===== config.mk =====
export PLATFORM = sky130hd
export DESIGN_NAME = ir_remote_motor_mode_controller_top_flat
export DESIGN_NICKNAME = d
export VERILOG_FILES = /design/src/rtl/irm_pkg.sv /design/src/rtl/irm_req_if.sv /design/src/rtl/irm_rsp_if.sv /design/src/rtl/irm_step.sv /design/src/rtl/ir_remote_motor_mode_controller_top.sv /design/src/flat_wrapper.sv
export SDC_FILE = /design/constraint.sdc
export NUM_CORES = 1
export LEC_CHECK = 0
export BUFFER_PORTS_ARGS = -buffer_cell sky130_fd_sc_hd__buf_2
export CORE_UTILIZATION = 40
export CTS_BUF_LIST = sky130_fd_sc_hd__clkbuf_8 sky130_fd_sc_hd__clkbuf_16
export DETAILED_ROUTE_END_ITERATION = 12
export GPL_TIMING_DRIVEN = 0
export HOLD_SLACK_MARGIN = 0.08
export PLACE_DENSITY = 0.61
export REMOVE_ABC_BUFFERS = 1
export SLEW_MARGIN = 15
export SYNTH_ARGS = -nofsm -noshare
export SYNTH_HDL_FRONTEND = slang
export SYNTH_SLANG_ARGS = --single-unit

===== constraint.sdc =====
create_clock -name clock -period 18.1 [get_ports clock]
set_clock_uncertainty 0.05 [all_clocks]
set_input_delay 1.81 -clock clock [delete_from_list [all_inputs] [get_ports clock]]
set_output_delay 1.81 -clock clock [all_outputs]
set_load 0.1 [all_outputs]

===== src/rtl/irm_pkg.sv =====
// Shared types, codes and helper functions for the IR remote drive mode controller.
`default_nettype none

package irm_pkg;

   // Event kinds
   localparam logic [1:0] FUNC_TICK  = 2'd0;
   localparam logic [1:0] FUNC_ENTER = 2'd1;
   localparam logic [1:0] FUNC_LEAVE = 2'd2;

   // Fault states
   localparam logic [1:0] FAULT_NONE    = 2'd0;
   localparam logic [1:0] FAULT_CONNECT = 2'd1;
   localparam logic [1:0] FAULT_SIGNAL  = 2'd2;
   localparam logic [1:0] FAULT_DEVICE  = 2'd3;

   // CSR port
   localparam int CSR_IDX_W  = 3;
   localparam int CSR_DATA_W = 16;
   localparam logic [CSR_IDX_W-1:0] CSR_SIGNAL_TIMEOUT  = 3'd0;
   localparam logic [CSR_IDX_W-1:0] CSR_MODE_RETRY      = 3'd1;
   localparam logic [CSR_IDX_W-1:0] CSR_RELEASE_DEBOUNCE = 3'd2;
   localparam logic [CSR_IDX_W-1:0] CSR_MOTOR_CHECK     = 3'd3;
   localparam logic [CSR_IDX_W-1:0] CSR_DISCONNECT_LIMIT = 3'd4;

   localparam logic [15:0] SIGNAL_TIMEOUT_RST   = 16'd500;
   localparam logic [15:0] MODE_RETRY_RST       = 16'd250;
   localparam logic [15:0] RELEASE_DEBOUNCE_RST = 16'd350;
   localparam logic [15:0] MOTOR_CHECK_RST      = 16'd20;
   localparam logic [3:0]  DISCONNECT_LIMIT_RST = 4'd3;

   localparam logic signed [7:0] PWR_FWD  = 8'sd100;
   localparam logic signed [7:0] PWR_REV  = -8'sd100;
   localparam logic signed [7:0] PWR_STOP = 8'sd0;

   typedef struct packed {
      logic [15:0] signal_timeout_ms;
      logic [15:0] mode_retry_ms;
      logic [15:0] release_debounce_ms;
      logic [15:0] motor_check_ms;
      logic [3:0]  disconnect_limit;
   } cfg_type;

   localparam cfg_type CFG_RESET = '{
      signal_timeout_ms:   SIGNAL_TIMEOUT_RST,
      mode_retry_ms:       MODE_RETRY_RST,
      release_debounce_ms: RELEASE_DEBOUNCE_RST,
      motor_check_ms:      MOTOR_CHECK_RST,
      disconnect_limit:    DISCONNECT_LIMIT_RST
   };

   typedef struct packed {
      logic        mode_active;
      logic        was_ever_ready;
      logic        drive_enabled;
      logic        code_is_applied;
      logic        release_waiting;
      logic        current_pair;
      logic [7:0]  applied_code;
      logic [1:0]  fault_reg;
      logic [31:0] entry_time;
      logic [31:0] next_mode_time;
      logic [31:0] release_time;
      logic [31:0] next_check_time;
      logic [3:0]  miss_count;
      logic        pair_ready;
   } state_type;

   localparam state_type STATE_RESET = '{
      mode_active:     1'b0,
      was_ever_ready:  1'b0,
      drive_enabled:   1'b0,
      code_is_applied: 1'b0,
      release_waiting: 1'b0,
      current_pair:    1'b0,
      applied_code:    8'd0,
      fault_reg:       FAULT_CONNECT,
      entry_time:      32'd0,
      next_mode_time:  32'd0,
      release_time:    32'd0,
      next_check_time: 32'd0,
      miss_count:      4'd0,
      pair_ready:      1'b0
   };

   typedef struct packed {
      logic [1:0]  func;
      logic [31:0] now_ms;
      logic        pair_select;
      logic        sensor_present;
      logic        sensor_streaming;
      logic        sensor_in_remote_mode;
      logic        value_ok;
      logic [31:0] data_time_ms;
      logic [7:0]  remote_code;
      logic        pair_connected;
      logic        driver_ok;
   } req_type;

   typedef struct packed {
      logic              shown_pair;
      logic [7:0]        shown_code;
      logic [1:0]        fault_state;
      logic              drive_on;
      logic              brake_request;
      logic              apply_request;
      logic signed [7:0] power_port_a;
      logic signed [7:0] power_port_b;
      logic signed [7:0] power_port_c;
      logic signed [7:0] power_port_d;
      logic              mode_request;
   } rsp_type;

   typedef struct packed {
      logic signed [7:0] first_pwr;
      logic signed [7:0] second_pwr;
   } drive_type;

   // Button code to power on the first and second port of the pair
   function automatic drive_type code_drive(input logic [7:0] code);
      drive_type d;
      d.first_pwr  = PWR_STOP;
      d.second_pwr = PWR_STOP;
      case (code)
         8'd1: d.first_pwr = PWR_FWD;
         8'd2: d.first_pwr = PWR_REV;
         8'd3: d.second_pwr = PWR_FWD;
         8'd4: d.second_pwr = PWR_REV;
         8'd5: begin d.first_pwr = PWR_FWD; d.second_pwr = PWR_FWD; end
         8'd6: begin d.first_pwr = PWR_FWD; d.second_pwr = PWR_REV; end
         8'd7: begin d.first_pwr = PWR_REV; d.second_pwr = PWR_FWD; end
         8'd8: begin d.first_pwr = PWR_REV; d.second_pwr = PWR_REV; end
         default: ;
      endcase
      return d;
   endfunction

   // Wrapping time compare: now has reached target
   function automatic logic is_due(input logic [31:0] now, input logic [31:0] target);
      logic [31:0] diff;
      diff = now - target;
      return ~diff[31];
   endfunction

endpackage

`default_nettype wire


===== src/rtl/irm_req_if.sv =====
// Event transaction channel into the controller.
`default_nettype none

interface irm_req_if;
   logic        valid;
   logic        ready;
   logic [1:0]  func;
   logic [31:0] now_ms;
   logic        pair_select;
   logic        sensor_present;
   logic        sensor_streaming;
   logic        sensor_in_remote_mode;
   logic        value_ok;
   logic [31:0] data_time_ms;
   logic [7:0]  remote_code;
   logic        pair_connected;
   logic        driver_ok;

   modport source (
      output valid, func, now_ms, pair_select, sensor_present, sensor_streaming,
             sensor_in_remote_mode, value_ok, data_time_ms, remote_code,
             pair_connected, driver_ok,
      input  ready
   );

   modport sink (
      input  valid, func, now_ms, pair_select, sensor_present, sensor_streaming,
             sensor_in_remote_mode, value_ok, data_time_ms, remote_code,
             pair_connected, driver_ok,
      output ready
   );
endinterface

`default_nettype wire


===== src/rtl/irm_rsp_if.sv =====
// Result transaction channel out of the controller.
`default_nettype none

interface irm_rsp_if;
   logic              valid;
   logic              ready;
   logic              shown_pair;
   logic [7:0]        shown_code;
   logic [1:0]        fault_state;
   logic              drive_on;
   logic              brake_request;
   logic              apply_request;
   logic signed [7:0] power_port_a;
   logic signed [7:0] power_port_b;
   logic signed [7:0] power_port_c;
   logic signed [7:0] power_port_d;
   logic              mode_request;

   modport source (
      output valid, shown_pair, shown_code, fault_state, drive_on, brake_request,
             apply_request, power_port_a, power_port_b, power_port_c, power_port_d,
             mode_request,
      input  ready
   );

   modport sink (
      input  valid, shown_pair, shown_code, fault_state, drive_on, brake_request,
             apply_request, power_port_a, power_port_b, power_port_c, power_port_d,
             mode_request,
      output ready
   );
endinterface

`default_nettype wire


===== src/rtl/irm_step.sv =====
// Next-state and result logic for one event of the IR remote drive mode.
`default_nettype none

module irm_step
   import irm_pkg::*;
(
   input  cfg_type   cfg,
   input  state_type cur,
   input  req_type   req,
   output state_type nxt,
   output rsp_type   rsp
);

   state_type         s;
   drive_type         drv;
   logic              brake;
   logic              apply;
   logic              mreq;
   logic signed [7:0] pw_a, pw_b, pw_c, pw_d;
   logic              raise;
   logic [1:0]        raise_val;
   logic              chk_ok;
   logic              take_done;
   logic              take_ok;
   logic [31:0]       age;
   logic [31:0]       rel_age;

   function automatic state_type brake_state(input state_type st);
      state_type r;
      r                 = st;
      r.drive_enabled   = 1'b0;
      r.code_is_applied = 1'b0;
      r.release_waiting = 1'b0;
      r.applied_code    = 8'd0;
      return r;
   endfunction

   always_comb begin
      s         = cur;
      drv       = code_drive(req.remote_code);
      brake     = 1'b0;
      apply     = 1'b0;
      mreq      = 1'b0;
      pw_a      = PWR_STOP;
      pw_b      = PWR_STOP;
      pw_c      = PWR_STOP;
      pw_d      = PWR_STOP;
      raise     = 1'b0;
      raise_val = FAULT_NONE;
      chk_ok    = 1'b0;
      take_done = 1'b0;
      take_ok   = 1'b1;
      age       = 32'd0;
      rel_age   = 32'd0;

      case (req.func)
         FUNC_ENTER: begin
            s                 = brake_state(s);
            brake             = 1'b1;
            s.mode_active     = 1'b1;
            s.was_ever_ready  = 1'b0;
            s.current_pair    = req.pair_select;
            s.fault_reg       = FAULT_CONNECT;
            s.entry_time      = req.now_ms;
            s.next_mode_time  = req.now_ms;
            s.next_check_time = req.now_ms;
            s.miss_count      = 4'd0;
            s.pair_ready      = 1'b0;
         end
         FUNC_LEAVE: begin
            s             = brake_state(s);
            brake         = 1'b1;
            s.mode_active = 1'b0;
         end
         FUNC_TICK: begin
            // pair change: brake, restart connection sampling
            if (s.current_pair != req.pair_select) begin
               s                 = brake_state(s);
               brake             = 1'b1;
               s.current_pair    = req.pair_select;
               s.entry_time      = req.now_ms;
               s.next_check_time = req.now_ms;
               s.miss_count      = 4'd0;
               s.pair_ready      = 1'b0;
            end

            if (!s.mode_active) begin
               raise     = 1'b1;
               raise_val = FAULT_CONNECT;
            end else if (!req.sensor_present || !req.sensor_streaming) begin
               raise     = 1'b1;
               raise_val = s.was_ever_ready ? FAULT_DEVICE : FAULT_CONNECT;
            end else if (!req.sensor_in_remote_mode) begin
               raise     = 1'b1;
               raise_val = FAULT_CONNECT;
               if (is_due(req.now_ms, s.next_mode_time)) begin
                  mreq             = 1'b1;
                  s.next_mode_time = req.now_ms + {16'd0, cfg.mode_retry_ms};
               end
            end else begin
               age = (req.data_time_ms == 32'd0) ? req.now_ms - s.entry_time
                                                 : req.now_ms - req.data_time_ms;
               if (!req.value_ok || age >= {16'd0, cfg.signal_timeout_ms}) begin
                  raise     = 1'b1;
                  raise_val = FAULT_SIGNAL;
               end else begin
                  s.was_ever_ready = 1'b1;
                  s.fault_reg      = FAULT_NONE;

                  // filtered motor pair connection sample
                  chk_ok = s.pair_ready;
                  if (is_due(req.now_ms, s.next_check_time)) begin
                     s.next_check_time = req.now_ms + {16'd0, cfg.motor_check_ms};
                     if (req.pair_connected) begin
                        s.miss_count = 4'd0;
                        s.pair_ready = 1'b1;
                        chk_ok       = 1'b1;
                     end else if (!s.pair_ready) begin
                        chk_ok = 1'b0;
                     end else begin
                        if (s.miss_count < cfg.disconnect_limit)
                           s.miss_count = s.miss_count + 4'd1;
                        if (s.miss_count >= cfg.disconnect_limit)
                           s.pair_ready = 1'b0;
                        chk_ok = s.pair_ready;
                     end
                  end

                  if (!chk_ok) begin
                     raise     = 1'b1;
                     raise_val = FAULT_DEVICE;
                  end else begin
                     // release debounce
                     rel_age = req.now_ms - s.release_time;
                     if (req.remote_code != 8'd0) begin
                        s.release_waiting = 1'b0;
                     end else if (s.code_is_applied && s.applied_code != 8'd0) begin
                        if (!s.release_waiting) begin
                           s.release_waiting = 1'b1;
                           s.release_time    = req.now_ms;
                           take_done         = 1'b1;
                        end else if (rel_age < {16'd0, cfg.release_debounce_ms}) begin
                           take_done = 1'b1;
                        end else begin
                           s.release_waiting = 1'b0;
                        end
                     end

                     if (!take_done && s.code_is_applied && req.remote_code == s.applied_code)
                        take_done = 1'b1;

                     if (!take_done) begin
                        if (!req.driver_ok) begin
                           take_ok = 1'b0;
                        end else begin
                           apply = 1'b1;
                           if (!s.current_pair) begin
                              pw_b = drv.first_pwr;
                              pw_c = drv.second_pwr;
                           end else begin
                              pw_a = drv.first_pwr;
                              pw_d = drv.second_pwr;
                           end
                           s.drive_enabled   = (drv.first_pwr != PWR_STOP) ||
                                               (drv.second_pwr != PWR_STOP);
                           s.applied_code    = req.remote_code;
                           s.code_is_applied = 1'b1;
                        end
                     end

                     if (!take_ok) begin
                        raise     = 1'b1;
                        raise_val = FAULT_DEVICE;
                     end
                  end
               end
            end

            // fault entry brakes on a change or while anything is driven
            if (raise) begin
               if (s.fault_reg != raise_val || s.drive_enabled || s.code_is_applied) begin
                  s     = brake_state(s);
                  brake = 1'b1;
                  apply = 1'b0;
               end
               s.fault_reg = raise_val;
            end
         end
         default: ;
      endcase

      nxt               = s;
      rsp.shown_pair    = s.current_pair;
      rsp.shown_code    = s.applied_code;
      rsp.fault_state   = s.fault_reg;
      rsp.drive_on      = s.drive_enabled;
      rsp.brake_request = brake;
      rsp.apply_request = apply;
      rsp.power_port_a  = apply ? pw_a : PWR_STOP;
      rsp.power_port_b  = apply ? pw_b : PWR_STOP;
      rsp.power_port_c  = apply ? pw_c : PWR_STOP;
      rsp.power_port_d  = apply ? pw_d : PWR_STOP;
      rsp.mode_request  = mreq;
   end

endmodule

`default_nettype wire


===== src/rtl/ir_remote_motor_mode_controller_top.sv =====
// Top level of the IR remote drive mode controller.
// Usage:
//  - req_chan (valid/ready): one event transaction per item: tick, enter or leave,
//    with the time stamp, requested motor pair and a sensor/motor snapshot.
//  - rsp_chan (valid/ready): exactly one result transaction per event, in order:
//    pair, applied code, fault state, drive flag, brake/apply/mode requests, powers.
//  - csr_*: plain write port; csr_we high writes csr_wdata into register csr_index
//    (0 timeout, 1 mode retry, 2 release debounce, 3 motor check, 4 disconnect
//    limit). Unknown indexes are ignored. Write only while the block is idle.
// Path: an accepted event enters the input register, then the result register,
// fed by one pass of next-state logic; rsp_chan.valid rises when it loads there,
// and the result completes on an edge with ready high. Throughput: one event per
// cycle with rsp_chan.ready high; the state update is a single registered pass.
// Reset (synchronous, active high): registers return to their defaults, the
// controller state to "mode off, connect sensor", both pipeline stages empty.
// Stall: when rsp_chan.ready is low the result register holds; the input register
// still takes one more event, then req_chan.ready drops until the result drains.
`default_nettype none

module ir_remote_motor_mode_controller_top
   import irm_pkg::*;
(
   input  wire logic                  clock,
   input  wire logic                  reset,
   irm_req_if.sink                    req_chan,
   irm_rsp_if.source                  rsp_chan,
   input  wire logic                  csr_we,
   input  wire logic [CSR_IDX_W-1:0]  csr_index,
   input  wire logic [CSR_DATA_W-1:0] csr_wdata
);

   cfg_type   cfg_ff, cfg_in;
   state_type state_ff, state_in;
   logic      s1_valid_ff, s1_valid_in;
   req_type   s1_data_ff, s1_data_in;
   logic      out_valid_ff, out_valid_in;
   rsp_type   out_data_ff, out_data_in;

   req_type   req_sample;
   state_type step_state;
   rsp_type   step_rsp;
   logic      out_take;   // result register can load this cycle
   logic      adv;        // stage 1 transaction moves into the result register
   logic      req_fire;

   // Input snapshot
   assign req_sample.func                  = req_chan.func;
   assign req_sample.now_ms                = req_chan.now_ms;
   assign req_sample.pair_select           = req_chan.pair_select;
   assign req_sample.sensor_present        = req_chan.sensor_present;
   assign req_sample.sensor_streaming      = req_chan.sensor_streaming;
   assign req_sample.sensor_in_remote_mode = req_chan.sensor_in_remote_mode;
   assign req_sample.value_ok              = req_chan.value_ok;
   assign req_sample.data_time_ms          = req_chan.data_time_ms;
   assign req_sample.remote_code           = req_chan.remote_code;
   assign req_sample.pair_connected        = req_chan.pair_connected;
   assign req_sample.driver_ok             = req_chan.driver_ok;

   // Handshake: result register acts as the skid between the two sides
   assign out_take       = !out_valid_ff || rsp_chan.ready;
   assign adv            = s1_valid_ff && out_take;
   assign req_chan.ready = !s1_valid_ff || out_take;
   assign req_fire       = req_chan.valid && req_chan.ready;

   irm_step u_step (
      .cfg (cfg_ff),
      .cur (state_ff),
      .req (s1_data_ff),
      .nxt (step_state),
      .rsp (step_rsp)
   );

   always_comb begin
      s1_valid_in  = req_fire || (s1_valid_ff && !adv);
      s1_data_in   = req_fire ? req_sample : s1_data_ff;
      out_valid_in = adv || (out_valid_ff && !rsp_chan.ready);
      out_data_in  = adv ? step_rsp : out_data_ff;
      state_in     = adv ? step_state : state_ff;

      cfg_in = cfg_ff;
      if (csr_we) begin
         case (csr_index)
            CSR_SIGNAL_TIMEOUT:   cfg_in.signal_timeout_ms   = csr_wdata;
            CSR_MODE_RETRY:       cfg_in.mode_retry_ms       = csr_wdata;
            CSR_RELEASE_DEBOUNCE: cfg_in.release_debounce_ms = csr_wdata;
            CSR_MOTOR_CHECK:      cfg_in.motor_check_ms      = csr_wdata;
            CSR_DISCONNECT_LIMIT: cfg_in.disconnect_limit    = csr_wdata[3:0];
            default: ;
         endcase
      end
   end

   // Control state
   always_ff @(posedge clock) begin
      if (reset) begin
         cfg_ff       <= CFG_RESET;
         state_ff     <= STATE_RESET;
         s1_valid_ff  <= 1'b0;
         out_valid_ff <= 1'b0;
      end else begin
         cfg_ff       <= cfg_in;
         state_ff     <= state_in;
         s1_valid_ff  <= s1_valid_in;
         out_valid_ff <= out_valid_in;
      end
   end

   // Payload, no reset
   always_ff @(posedge clock) begin
      s1_data_ff  <= s1_data_in;
      out_data_ff <= out_data_in;
   end

   assign rsp_chan.valid         = out_valid_ff;
   assign rsp_chan.shown_pair    = out_data_ff.shown_pair;
   assign rsp_chan.shown_code    = out_data_ff.shown_code;
   assign rsp_chan.fault_state   = out_data_ff.fault_state;
   assign rsp_chan.drive_on      = out_data_ff.drive_on;
   assign rsp_chan.brake_request = out_data_ff.brake_request;
   assign rsp_chan.apply_request = out_data_ff.apply_request;
   assign rsp_chan.power_port_a  = out_data_ff.power_port_a;
   assign rsp_chan.power_port_b  = out_data_ff.power_port_b;
   assign rsp_chan.power_port_c  = out_data_ff.power_port_c;
   assign rsp_chan.power_port_d  = out_data_ff.power_port_d;
   assign rsp_chan.mode_request  = out_data_ff.mode_request;

`ifndef NO_ASSERTIONS
   // an apply only happens on a clean tick
   a_apply_no_fault: assert property (@(posedge clock) disable iff (reset)
      (out_valid_ff && out_data_ff.apply_request) |-> (out_data_ff.fault_state == FAULT_NONE))
      else $error("apply issued with a fault pending");

   a_power_gated: assert property (@(posedge clock) disable iff (reset)
      (out_valid_ff && !out_data_ff.apply_request) |->
         (out_data_ff.power_port_a == PWR_STOP && out_data_ff.power_port_b == PWR_STOP &&
          out_data_ff.power_port_c == PWR_STOP && out_data_ff.power_port_d == PWR_STOP))
      else $error("power without apply");

   a_mode_req: assert property (@(posedge clock) disable iff (reset)
      (out_valid_ff && out_data_ff.mode_request) |->
         (!out_data_ff.apply_request && out_data_ff.fault_state == FAULT_CONNECT))
      else $error("mode request outside connect state");

   a_stage_hold: assert property (@(posedge clock) disable iff (reset)
      (s1_valid_ff && !out_take) |=> (s1_valid_ff && $stable(s1_data_ff)))
      else $error("stage 1 transaction lost under stall");
`endif

endmodule

`default_nettype wire

===== src/flat_wrapper.sv =====
// flat-port wrapper written by rule: the top's interface ports become plain ports
module ir_remote_motor_mode_controller_top_flat import irm_pkg::*;
  (clock, reset, csr_we, csr_index, csr_wdata, req_chan_valid, req_chan_func, req_chan_now_ms, req_chan_pair_select, req_chan_sensor_present, req_chan_sensor_streaming, req_chan_sensor_in_remote_mode, req_chan_value_ok, req_chan_data_time_ms, req_chan_remote_code, req_chan_pair_connected, req_chan_driver_ok, req_chan_ready, rsp_chan_valid, rsp_chan_shown_pair, rsp_chan_shown_code, rsp_chan_fault_state, rsp_chan_drive_on, rsp_chan_brake_request, rsp_chan_apply_request, rsp_chan_power_port_a, rsp_chan_power_port_b, rsp_chan_power_port_c, rsp_chan_power_port_d, rsp_chan_mode_request, rsp_chan_ready);
  irm_req_if req_chan_i ();
  irm_rsp_if rsp_chan_i ();
  input  wire logic clock;
  input  wire logic reset;
  input  wire logic csr_we;
  input  wire logic [CSR_IDX_W-1:0] csr_index;
  input  wire logic [CSR_DATA_W-1:0] csr_wdata;
  input wire logic [$bits(req_chan_i.valid)-1:0] req_chan_valid;
  input wire logic [$bits(req_chan_i.func)-1:0] req_chan_func;
  input wire logic [$bits(req_chan_i.now_ms)-1:0] req_chan_now_ms;
  input wire logic [$bits(req_chan_i.pair_select)-1:0] req_chan_pair_select;
  input wire logic [$bits(req_chan_i.sensor_present)-1:0] req_chan_sensor_present;
  input wire logic [$bits(req_chan_i.sensor_streaming)-1:0] req_chan_sensor_streaming;
  input wire logic [$bits(req_chan_i.sensor_in_remote_mode)-1:0] req_chan_sensor_in_remote_mode;
  input wire logic [$bits(req_chan_i.value_ok)-1:0] req_chan_value_ok;
  input wire logic [$bits(req_chan_i.data_time_ms)-1:0] req_chan_data_time_ms;
  input wire logic [$bits(req_chan_i.remote_code)-1:0] req_chan_remote_code;
  input wire logic [$bits(req_chan_i.pair_connected)-1:0] req_chan_pair_connected;
  input wire logic [$bits(req_chan_i.driver_ok)-1:0] req_chan_driver_ok;
  output wire logic [$bits(req_chan_i.ready)-1:0] req_chan_ready;
  output wire logic [$bits(rsp_chan_i.valid)-1:0] rsp_chan_valid;
  output wire logic [$bits(rsp_chan_i.shown_pair)-1:0] rsp_chan_shown_pair;
  output wire logic [$bits(rsp_chan_i.shown_code)-1:0] rsp_chan_shown_code;
  output wire logic [$bits(rsp_chan_i.fault_state)-1:0] rsp_chan_fault_state;
  output wire logic [$bits(rsp_chan_i.drive_on)-1:0] rsp_chan_drive_on;
  output wire logic [$bits(rsp_chan_i.brake_request)-1:0] rsp_chan_brake_request;
  output wire logic [$bits(rsp_chan_i.apply_request)-1:0] rsp_chan_apply_request;
  output wire logic [$bits(rsp_chan_i.power_port_a)-1:0] rsp_chan_power_port_a;
  output wire logic [$bits(rsp_chan_i.power_port_b)-1:0] rsp_chan_power_port_b;
  output wire logic [$bits(rsp_chan_i.power_port_c)-1:0] rsp_chan_power_port_c;
  output wire logic [$bits(rsp_chan_i.power_port_d)-1:0] rsp_chan_power_port_d;
  output wire logic [$bits(rsp_chan_i.mode_request)-1:0] rsp_chan_mode_request;
  input wire logic [$bits(rsp_chan_i.ready)-1:0] rsp_chan_ready;
  assign req_chan_i.valid = req_chan_valid;
  assign req_chan_i.func = req_chan_func;
  assign req_chan_i.now_ms = req_chan_now_ms;
  assign req_chan_i.pair_select = req_chan_pair_select;
  assign req_chan_i.sensor_present = req_chan_sensor_present;
  assign req_chan_i.sensor_streaming = req_chan_sensor_streaming;
  assign req_chan_i.sensor_in_remote_mode = req_chan_sensor_in_remote_mode;
  assign req_chan_i.value_ok = req_chan_value_ok;
  assign req_chan_i.data_time_ms = req_chan_data_time_ms;
  assign req_chan_i.remote_code = req_chan_remote_code;
  assign req_chan_i.pair_connected = req_chan_pair_connected;
  assign req_chan_i.driver_ok = req_chan_driver_ok;
  assign req_chan_ready = req_chan_i.ready;
  assign rsp_chan_valid = rsp_chan_i.valid;
  assign rsp_chan_shown_pair = rsp_chan_i.shown_pair;
  assign rsp_chan_shown_code = rsp_chan_i.shown_code;
  assign rsp_chan_fault_state = rsp_chan_i.fault_state;
  assign rsp_chan_drive_on = rsp_chan_i.drive_on;
  assign rsp_chan_brake_request = rsp_chan_i.brake_request;
  assign rsp_chan_apply_request = rsp_chan_i.apply_request;
  assign rsp_chan_power_port_a = rsp_chan_i.power_port_a;
  assign rsp_chan_power_port_b = rsp_chan_i.power_port_b;
  assign rsp_chan_power_port_c = rsp_chan_i.power_port_c;
  assign rsp_chan_power_port_d = rsp_chan_i.power_port_d;
  assign rsp_chan_mode_request = rsp_chan_i.mode_request;
  assign rsp_chan_i.ready = rsp_chan_ready;
  ir_remote_motor_mode_controller_top u_core (.clock(clock), .reset(reset), .req_chan(req_chan_i), .rsp_chan(rsp_chan_i), .csr_we(csr_we), .csr_index(csr_index), .csr_wdata(csr_wdata));
endmodule

# Yosys cells after proc, flatten, opt, wreduce, memory -nomap -nowiden
# Cells that the tools add are included.
word_totals:
  word_cells: 241
  inputBits: 105
  out_inout_bits: 49
  register_bits: 347
op_classes:
  muxes: 111
  reduce_logical: 49
  n_lt_le_gt_ge: 4
  eq_ne: 17
  bitwise_logic: 9
  addsub: 8
op_table:
  columns: ["op", "count"]
  rows:
  - ["149-bit case mux with 3 select lines", 1]
  - ["147-bit two-way mux", 3]
  - ["32-bit two-way mux", 7]
  - ["101-bit two-way mux", 2]
  - ["32-bit subtractor", 5]
  - ["149-bit two-way mux", 1]
  - ["69-bit two-way mux", 2]
  - ["32-bit by 16-bit adder with 32-bit output", 2]
  - ["1-bit two-way mux", 56]
  - ["4-bit two-way mux", 14]
  - ["10-bit two-way mux", 5]
  - ["37-bit two-way mux", 1]
  - ["8-bit by 3-bit equality test with 1-bit output, second input constant", 4]
  - ["32-bit by 16-bit greater-or-equal comparator with 1-bit output", 1]
  - ["32-bit logical NOT", 1]
  - ["32-bit by 16-bit < comparator with 1-bit output", 1]
  - ["8-bit case mux with 2 select lines", 2]
  - ["8-bit nonzero test", 4]
  - ["8-bit two-way mux", 3]
  - ["2-bit two-way mux", 10]
  - ["10-bit OR reduction", 2]
  - ["8-bit by 2-bit equality test with 1-bit output, second input constant", 2]
  - ["2-bit AND reduction", 6]
  - ["3-bit OR reduction", 4]
  - ["28 further kinds", 59]

# Longest topological paths before layout
logic_depth:
  depth_word: 61
  depth_mapped: 35

# By module
# A second synthesis with hierarchy kept.
unflattened:
  hier_cells: 3036
  hier_area_um2: 26253.9
modules_own_cells:
  columns: ["module", "area_each_um2", "cells_per_inst", "n_inst", "seq_area_each_um2"]
  rows:
  - ["irm_step", 13269.0, 1964, 1, 0.0]
  - ["ir_remote_motor_mode_controller_top", 12985.0, 1072, 1, 8227.9]

# Worst setup path after synthesis
# No wires, ideal clock.
synth_path:
  path_kind: "register to register"
  from: "reg u_core.s1_data_ff[46] in the netlist's numbering"
  to: "reg u_core.out_data_ff, in the netlist u_core.rsp_chan.brake_request (data pin)"
  t_arrival_ns: 7.104
  path_stages_with_launch: 30
  synth_period_minus_slack_ns: 7.413
  slack_ns: 10.687
  t_required_ns: 17.791
  path_cell_list: "edfxtp_1 -> ha_1 -> clkbuf_1 -> clkbuf_1 -> buf_1 -> clkbuf_1 -> clkbuf_1 -> mux2_2 -> a21oi_1 -> ha_1 -> clkbuf_2 -> a21o_1 -> a311o_1 -> a21oi_2 -> a21boi_0 -> xor2_1 -> ha_1 -> a21oi_1 -> nor2b_1 -> o21ai_0 -> o2111ai_1 -> a211o_1 -> a311oi_1 -> nand4_1 -> or4_1 -> or4_4 -> nor4b_2 -> buf_4 -> nor2_2 -> o31a_1"
synth_lines:
  columns: ["item", "line_no", "rtl"]
  rows:
  - ["from (decl)", "ir_remote_motor_mode_controller_top.sv:35", "req_type s1_data_ff, s1_data_in;"]
  - ["from (signal assigned)", "ir_remote_motor_mode_controller_top.sv:110", "s1_data_ff <= s1_data_in;"]
  - ["to (signal assigned)", "ir_remote_motor_mode_controller_top.sv:111", "out_data_ff <= out_data_in;"]
  - ["to (decl)", "ir_remote_motor_mode_controller_top.sv:37", "rsp_type out_data_ff, out_data_in;"]

# Worst setup path in the final report
layout_path:
  from: "reg u_core.s1_data_ff[46] in the netlist's numbering"
  to: "reg u_core.state_ff[20] in the netlist's numbering"
layout_via:
  elab_chain_cells: 39
  elab_cells_between_ends: 73
  classes_between: "3 x add/sub; 3 x order compare; 2 x eq/ne; 59 x mux; 6 x reduce/logical"
layout_rtl:
  columns: ["item", "line_no", "rtl"]
  rows:
  - ["1-bit != test *", "irm_step.sv:77", "if (s.current_pair != req.pair_select) begin"]
  - ["147-bit two-way mux *", "irm_step.sv:77", null]
  - ["149-bit two-way mux *", "irm_step.sv:56", "case (req.func)"]
  - ["8-bit nonzero test", "irm_step.sv:137", "end else if (s.code_is_applied && s.applied_code != 8'd0) begin"]
  - ["1-bit logical AND", "irm_step.sv:137", null]
  - ["1-bit two-way mux", "irm_step.sv:137", null]
  - ["1-bit two-way mux", "irm_step.sv:135", "if (req.remote_code != 8'd0) begin"]
  - ["1-bit two-way mux", "irm_step.sv:129", "if (!chk_ok) begin"]
  - ["[23 not listed]", null, null]
  - ["1-bit two-way mux", "irm_step.sv:129", null]
  - ["1-bit two-way mux", "irm_step.sv:103", "if (!req.value_ok || age >= {16'd0, cfg.signal_timeout_ms}) begin"]
  - ["1-bit two-way mux", "irm_step.sv:93", "end else if (!req.sensor_in_remote_mode) begin"]
  - ["1-bit two-way mux", "irm_step.sv:90", "end else if (!req.sensor_present || !req.sensor_streaming) begin"]
  - ["1-bit two-way mux", "irm_step.sv:87", "if (!s.mode_active) begin"]
  - ["1-bit two-way mux", "irm_step.sv:56", null]
  - ["147-bit two-way mux *", "irm_step.sv:180", "if (raise) begin"]
  - ["149-bit case mux with 3 select lines *", "irm_step.sv:56", null]
  - ["to (signal assigned)", "ir_remote_motor_mode_controller_top.sv:102", "state_ff <= state_in;"]
  - ["to (decl)", "ir_remote_motor_mode_controller_top.sv:33", "state_type state_ff, state_in;"]
# Every way passes the cells marked *; elsewhere a longest branch is shown, timed or not. The select of a mux whose other input is x is not followed.
# A chain may end at the register's enable or synchronous reset.

==> out/results.ini <==
[status]
outcome=completed

[synthesis]
ys_seq_area_share_pct=33.5
synthArstFlopShare_pct=0
synth_area_um2=22800
synthCells=2754
synth_common_cells=nand2_1 (363), a21oi_1 (235), dfxtp_1 (219), ha_1 (201), nor2_1 (198)
synth_top_cell_area_share_pct=19.2
ys_dominant_reg_cell=dfxtp_1
syn_area_per_cell_um2=8.27
yosysWarningCount=0
yosys.area.top_type=dfxtp_1
synth_area_leaders=dfxtp_1 (19%), edfxtp_1 (14%), ha_1 (11%), nand2_1 (6.0%), a21oi_1 (5.2%)
yosysUniqueCellTypes=88
synth-edff-count=108
yosysMostFrequentCell=nand2_1
ys_ff_latch=327

[pwr]
power_leakage_nw=10.0
intPower_mw=1.50
clkPwrFrac_pct=43.6
seqPwrFrac_pct=38.4
p_per_area_nw_per_um2=83.0
swShare_pct=29.7
fin_total_pwr_mw=2.13
comb_power_share_pct=18.0
p_switching_mw=0.633
ir_drop_mv=0.0752

[finish]
antenna_cells=0
final_area_um2=25700
nNetsFinal=3108
syn2layout_area_growth_pct=12.7
instances_no_fill=3588
drive_gt1_share_pct=11.0
post-route-util_pct=45.5

[critical_path]
critPathMaxFanout=47
cp_cell_sequence=ha_4 -> buf_16 -> mux2_2 -> a21oi_1 -> ha_1 -> o21a_1 -> o31a_1 -> o41ai_1 -> a21boi_0 -> xor2_1 -> ha_1 -> a21oi_1 -> nor2b_1 -> o21ai_0 -> o2111ai_1 -> a211o_1 -> nor3_1 -> nand4_1 -> nor4_2 -> nand3_1 -> nor2_2 -> mux2_2 -> a22oi_1 -> o21ai_0
startpoint_type=flop
worstPathRequired_ns=18.48
r2r_setup_slack_ns=9.43
arrival_ns=9.05
crit_slowest_cell=nor2_2
r2r_end=u_core.state_ff[20]$_SDFFE_PP0P_
reg2regPathDepth=24
endpoint_kind=flop
r2r_start=u_core.s1_data_ff[46]$_DFFE_PP_
worstSetupPathType=reg2reg
cp_slowest_stage_delay_ns=0.86

[cts]
clock_sinks=327
path_clk_slew_ns=0.06
cts_root_buf=clkbuf_16
cts_made_buffers=42
ctsResizeCount=0
tritoncts=done
htreeDepth=2
post_cts_buffers=0
hold_buffers=0
cts_buffer_depth=3
clock_latency_ns=0.60

[floorplanning]
die_area_um2=57900
die_width_um=241
die_h_um=241
rows=87
core_area_um2=56400
io_pins=154
start_util_pct=40.4

[route]
drtIter0Drc=1570
drt_pass1_iterations=6
wl_per_cell_um=20.0
drc=0
route.antenna.remaining_nets=0
viasPerCell=5.86
vias=21018
wirelength_um=71800

[sta]
worst_pin_slew_ns=1.19
hold_ws_ns=0.400
tns_ns=0
slew_violations=0
relSlewSlack_pct=20.5
setup_viol=0
fmax_mhz=115
hold_viol=0
fin_ws_ns=9.43
min_period_ns=8.67
period_share_pct=47.9
rsz0062_at_grt=no

[global_routing]
grt_pass1_vias=20613
antenna_found_initial=0
grt_max_degree=89
grt_pass1_wl_um=112000
grt.overflow.total=0
track_usage_pct=24.7

[placed_design]
preCtsSetupSlack_ns=9.57
placed_area_um2=24100
dp.cells=3510
io_buffers=145
dpl.hpwl_um=52900
place_congestion=0.944

[hold_path]
min_path_type=reg2reg
hold_path_depth=2
hold_end=u_core.state_ff[48]$_SDFFE_PP0P_
hp-start=u_core.state_ff[48]$_SDFFE_PP0P_

[run]
drv_cap=0

## metal layers
| layer | vias up | part of all wire, % | GRT usage, % |
|---|---|---|---|
| met5 | - | 0 | 0 |
| met3 | 170 | 5.7 | 3.21 |
| met1 | 10004 | 42 | 30.3 |
| li1 | 10102 | - | - |
| met4 | 0 | 4.2 | 11.3 |
| met2 | 742 | 48 | 42.9 |
## kinds of logic (layout without fill, tap and decap cells)
group	after synthesis	in the layout	share of synthesized area (%)
AO/OA/AOI/OAI	804	804	23.1
XOR/XNOR	86	86	3.31
adder cells (fa/ha/maj)	205	205	11.4
buffers and inverters	314	385	5.60
flip-flops	327	327	33.5
multiplexers	86	86	3.95
other	1	8	0.0165
AND/OR/NAND/NOR	931	931	19.1
## cell usage in the layout, fill, tap and decap left out, drive strengths merged, types with 54 or more instances in the layout
cell    synthesis  layout
nor2          201     201
a21o           66      66
o21ai         152     152
nand3          95      95
inv           145     153
ha            201     201
mux2i          54      54
buf            34     160
edfxtp        108     108
dfxtp         219     219
nand2         363     363
a21oi         237     237
a22oi          56      56
## power by group through the flow
stage          clock network [mW]  logic (mW)  registers [mW]
6_report                    0.929       0.383           0.818
5_1_grt                     0.981       0.421           0.820
4_1_cts                     0.949       0.381           0.818
3_5_place_dp                    0       0.379           0.833
3_3_place_gp                    0       0.368           0.833
2_1_floorplan                   0       0.242           0.846
## how the worst max path moves through the flow
stage / end / from / cells past startpoint / slack, ns
after floorplan: u_core.rsp_chan.brake_request$_DFFE_PP_ / u_core.s1_data_ff[46]$_DFFE_PP_ / 21 / 9.97
final: u_core.state_ff[20]$_SDFFE_PP0P_ / u_core.s1_data_ff[46]$_DFFE_PP_ / 24 / 9.43
after detailed placement: u_core.state_ff[20]$_SDFFE_PP0P_ / u_core.s1_data_ff[46]$_DFFE_PP_ / 24 / 9.57
after CTS: u_core.state_ff[20]$_SDFFE_PP0P_ / u_core.s1_data_ff[32]$_DFFE_PP_ / 25 / 9.53
after global routing: u_core.state_ff[20]$_SDFFE_PP0P_ / u_core.s1_data_ff[32]$_DFFE_PP_ / 25 / 9.01
after global placement: u_core.state_ff[2]$_SDFFE_PP0P_ / u_core.s1_data_ff[46]$_DFFE_PP_ / 23 / 6.24
## worst max-delay path: cells and delay by family (launching register included)
family | cells | cell delay [ns]
AND/OR/NAND/NOR | 6 | 2.55
buffers and inverters | 1 | 0.33
XOR/XNOR | 1 | 0.21
flip-flops | 1 | 0.46
adder cells (fa/ha/maj) | 3 | 1.39
AO/OA/AOI/OAI | 11 | 2.62
multiplexers | 2 | 0.78
## sequential cells by signal (all words and copies together) (netlist names), 2 cells and up
signal,count
u_core.rsp_chan.power_port_b,3
u_core.rsp_chan.fault_state,2
u_core.rsp_chan.shown_code,8
u_core.state_ff,149
u_core.cfg_ff,68
u_core.rsp_chan.power_port_d,3
u_core.s1_data_ff,81
u_core.rsp_chan.power_port_a,3
u_core.rsp_chan.power_port_c,3
## layout make-up
cell class              instances  area [µm²]
fillers                      5478       30700
inverters                     147         552
clock buffers                  50        1170
multi-input cells            2120       14000
flip-flops and latches        327        7630
well taps                     756         946
clock inverters                28         383
repair buffers                160        1000
(Power assumes the default switching activity.)
